### src/design/ote_pkg.sv
// Shared types and codes for the order table engine.
package ote_pkg;

  typedef enum logic [1:0] {
    MODE_ADD    = 2'd0,
    MODE_SEARCH = 2'd1,
    MODE_MODIFY = 2'd2,
    MODE_NONE   = 2'd3
  } mode_e;

  typedef enum logic [1:0] {
    ST_OK        = 2'd0,
    ST_NOT_FOUND = 2'd1,
    ST_FULL      = 2'd2
  } status_e;

  typedef enum logic [2:0] {
    S_CLEAR,
    S_IDLE,
    S_SCAN,
    S_DECIDE,
    S_RESP
  } state_e;

  // controller to datapath
  typedef struct packed {
    logic clear;
    logic start;
    logic scan;
    logic commit;
  } cmd_t;

  // datapath to controller
  typedef struct packed {
    logic clear_done;
    logic scan_done;
    logic match_now;
  } stat_t;

endpackage

### src/design/ote_ctrl.sv
// Sequencer for clearing, scanning, committing and responding.
module ote_ctrl (
  input  logic          clk_i,
  input  logic          rst_ni,
  input  logic          in_valid_i,
  input  logic          out_ready_i,
  input  ote_pkg::stat_t stat_i,
  output ote_pkg::cmd_t  cmd_o,
  output logic          in_ready_o,
  output logic          out_valid_o
);
  import ote_pkg::*;

  state_e state_q, state_d;

  always_ff @(posedge clk_i or negedge rst_ni) begin
    if (!rst_ni) begin
      state_q <= S_CLEAR;
    end else begin
      state_q <= state_d;
    end
  end

  always_comb begin
    state_d = state_q;
    case (state_q)
      S_CLEAR:  if (stat_i.clear_done) state_d = S_IDLE;
      S_IDLE:   if (in_valid_i) state_d = S_SCAN;
      S_SCAN:   if (stat_i.scan_done || stat_i.match_now) state_d = S_DECIDE;
      S_DECIDE: state_d = S_RESP;
      S_RESP:   if (out_ready_i) state_d = S_IDLE;
      default:  state_d = S_CLEAR;
    endcase
  end

  always_comb begin
    cmd_o       = '0;
    in_ready_o  = 1'b0;
    out_valid_o = 1'b0;
    case (state_q)
      S_CLEAR:  cmd_o.clear = 1'b1;
      S_IDLE: begin
        in_ready_o  = 1'b1;
        cmd_o.start = in_valid_i;
      end
      S_SCAN:   cmd_o.scan = 1'b1;
      S_DECIDE: cmd_o.commit = 1'b1;
      S_RESP:   out_valid_o = 1'b1;
      default:  cmd_o = '0;
    endcase
  end

endmodule

### config.mk
export PLATFORM = sky130hd
export DESIGN_NAME = ote_ctrl
export DESIGN_NICKNAME = d
export VERILOG_FILES = /design/src/design/ote_pkg.sv /design/src/design/ote_ctrl.sv
export SDC_FILE = /design/constraint.sdc
export NUM_CORES = 1
export LEC_CHECK = 0
export BUFFER_PORTS_ARGS = -buffer_cell sky130_fd_sc_hd__buf_4
export CORE_AREA = 2 2 39 41
export DETAILED_ROUTE_END_ITERATION = 16
export DIE_AREA = 0 0 41 43
export SYNTH_ARGS = -nofsm -noshare
export SYNTH_HDL_FRONTEND = slang
export SYNTH_SLANG_ARGS = --single-unit
### constraint.sdc
create_clock -name clk_i -period 1.7 [get_ports clk_i]
set_input_delay 0.085 -clock clk_i [delete_from_list [all_inputs] [get_ports clk_i]]
set_output_delay 0.085 -clock clk_i [all_outputs]
set_load 0.1 [all_outputs]
==> summary.md <==
| Metric | Value |
|---|---|
| Status | `completed` |
| Pins Over Slew Limit | `0` |
| Worst hold endpoint | `state_q[0]` |
| WS Path Type | `reg2out` |
| Detail Route Antenna Nets | `0` |
| F_max | `685 MHz` |
| Largest register FFs | `3` |
| MaxCap Viol Count | `0` |
| Clock Pin Slew Worst Setup and Hold Paths | `40 ps` |
| R2R cell count | `2` |
| Flop2flop setup slack | `630 ps` |
| Design area | `roughly 370 µm²` |
| CTS tree | `yes` |
| Mapped cell area | `188 µm²` |
| Die Y | `around 43 µm` |
| Core area | `0.00138 mm²` |
| Reg-to-Reg Start | `state_q[1]` |
| Die Area | `between 0.0015 and 0.002 mm²` |
| Largest net degree at the start of global routing | `10` |
| Synth Instances | `20` |
| Register area share after synthesis | `40.0%` |
| Ports | `13` |
| Top cells by area, synth | `dfrtp_1 (40%), nor3b_2 (13%), nor3b_1 (8.0%)` |
| N_diodes | `0` |
| Post-synth cell types | `14` |
| Die Wd | `about 41 µm` |
| GR Util All Layers | `between 7 and 8%` |
| Critical Path Max Stage Delay | `470 ps` |
| Latest clock arrival within the worst-skew pair | `230 ps` |
| Syn_nets | `27` |
| Clk buf depth | `2` |
| FP Rows | `14` |
| Critical Path, Cell by Cell | `nor3b_4 -> and2_4 -> buf_4` |
| Worst Path Required | `1620 ps` |
| Crit path time final | `~1500 ps` |
| Largest Register | `state_q` |
| Via density per instance | `3.87` |
| Iteration-0 DRC count of the detailed router | `1` |
| CTS sink cnt | `3` |
| Post-Syn Area per Cell | `9.38 µm²` |
| RSZ-0062 raised after global routing | `no` |
| DR DRC count | `0` |
| Post-synth top area cell | `dfrtp_1` |
| H-tree Lvls | `1` |
| CP max stage cell | `dfrtp_2` |
| GPL Wtd Cong | `0.722` |
| Top delay family on crit path | `flip-flops` |
| Num CTS Buffers | `3` |
| Buffers added on ports | `12` |
| Root Buffer | `clkbuf_4` |
| DR pass1 iterations | `2` |
| Worst path bufs/invs | `1` |
| Global-route wire length before repair | `731 µm` |
| Area taken by multi-input logic gates | `~130 µm²` |
| Area Overhead vs Synth | `94.7%` |
| Fill count | `151` |
| Initial core utilization | `13.6%` |
| Post-DP Area | `329 µm²` |
| Reg-to-Reg End | `state_q[0]` |
| Critical path fanouts, max | `7` |
| Hold path depth | `3` |
| Worst Setup Start Kind | `register` |
| Register area | `78.8 µm²` |
| Fin crit share | `85.9%` |
| Layout cells sized above 1 | `between 60% and 70%` |
| Post-CTS resize count | `0` |
| Hold crit path type | `in2reg` |
| Initial antenna violation count | `0` |
| Largest regs | `state_q (3)` |
| Post-synth top area share | `40.0%` |
| Synth warnings | `0` |
| Worst Max-Slew Pin Slew | `266 ps` |
| Total grt overflow | `0` |
| Wirelength per Cell | `9.21 µm` |
| Hold Fails Final Rpt | `0` |
| Worst endpoint data arrival time | `1380 ps` |
| Nets@finish | `between 40 and 50` |
| DR vias | `205` |
| Final Skew | `a little under 2 ps` |
| FF+latch count, synth | `3` |
| Routed Wire Length | `~490 µm` |
| Critical Path Sink Type | `output pin` |
| Final setup fails | `0` |
| Hold Crit Start | `out_ready_i` |
| Vias in the first global route | `roughly 190` |
| Worst relative slew slack | `82.0%` |
how the worst max path moves through the flow:
stage               cells past startpoint  endpoint  slack [ps]  startpoint
global route                            3  cmd_o[2]         180  state_q[2]
global placement                        3  cmd_o[2]         490  state_q[2]
CTS                                     3  cmd_o[2]         220  state_q[2]
finish                                  3  cmd_o[2]         240  state_q[2]
detailed placement                      3  cmd_o[2]         470  state_q[2]
floorplan                               2  cmd_o[2]        -240  state_q[2]
final cells by class:
class / count / share of cell area, %
clock buffers: 4 / 7.19
flip-flops and latches: 3 / 21.6
well taps: 16 / 5.48
inverters: 2 / 2.05
multi-input cells: 15 / 36.3
repair buffers: 13 / 27.4
worst reg2reg max path, stage by stage (launching register included):
cell and delay (ps):
dfrtp_2 480, nor3b_1 170, o41ai_1 300
metrics by stage:
| stage | TNS, ps | hold slack, ps | util [%] | cells | setup WS, ps |
|---|---|---|---|---|---|
| 3_3_place_gp | 0 | -125 | 23.8 | 48 | 490 |
| 2_1_floorplan | -452 | -211 | - | 20 | -236 |
| 4_1_cts | 0 | 101 | 26.4 | 53 | 225 |
| 6_report | 0 | 105 | 26.4 | 53 | 240 |
| 5_1_grt | 0 | 112 | 26.4 | 53 | 177 |
| 3_5_place_dp | 0 | -121 | 23.8 | 48 | 470 |
layer usage:
layer / vias up / track usage (%) / part of all wire [%]
met3: 2 / 3.14 / 9.2
met1: 87 / 8.06 / 47
met5: - / 0 / 0
met2: 9 / 7.50 / 42
met4: 0 / 10.0 / 2.0
li1: 107 / - / -
kinds of logic (layout without fill, tap and decap cells):
family          after synthesis  count (layout)  synth area share [%]
buf+inv                       2              19                  4.00
flops                         3               3                  40.0
compound gates                4               4                  15.3
simple gates                 11              11                  40.7
cells in the final DEF, fill, tap and decap left out:
cell type,instances
clkbuf_1,1
nor3b_4,2
inv_1,2
nor2_1,1
nand2b_1,1
a22oi_1,1
and2_4,1
nor3_2,1
nand2_1,1
buf_4,12
clkbuf_4,3
o41ai_1,1
dlygate4sd3_1,1
nor3b_1,1
nor2_2,1
dfrtp_2,3
a21oi_1,1
nand3b_1,1
nor3b_2,1
a21o_1,1
synthesized netlist by cell type:
| cell | number |
|---|---|
| nor3b_1 | 2 |
| nand2_1 | 1 |
| a21oi_1 | 1 |
| nand3b_1 | 1 |
| nor2_1 | 2 |
| o41ai_1 | 1 |
| inv_1 | 2 |
| dfrtp_1 | 3 |
| nand2b_1 | 1 |
| a22oi_1 | 1 |
| and2_1 | 1 |
| nor3_1 | 1 |
| a21o_1 | 1 |
| nor3b_2 | 2 |
what timing repair did:
item,4_1_cts,5_1_grt
hold buffers,1,0
setup buffers,0,0
endpoints found under the hold margin,3,0
Power is left out: the tool's default activity adds up to more than one toggle a clock period on the data nets, which glitch-free logic cannot reach.
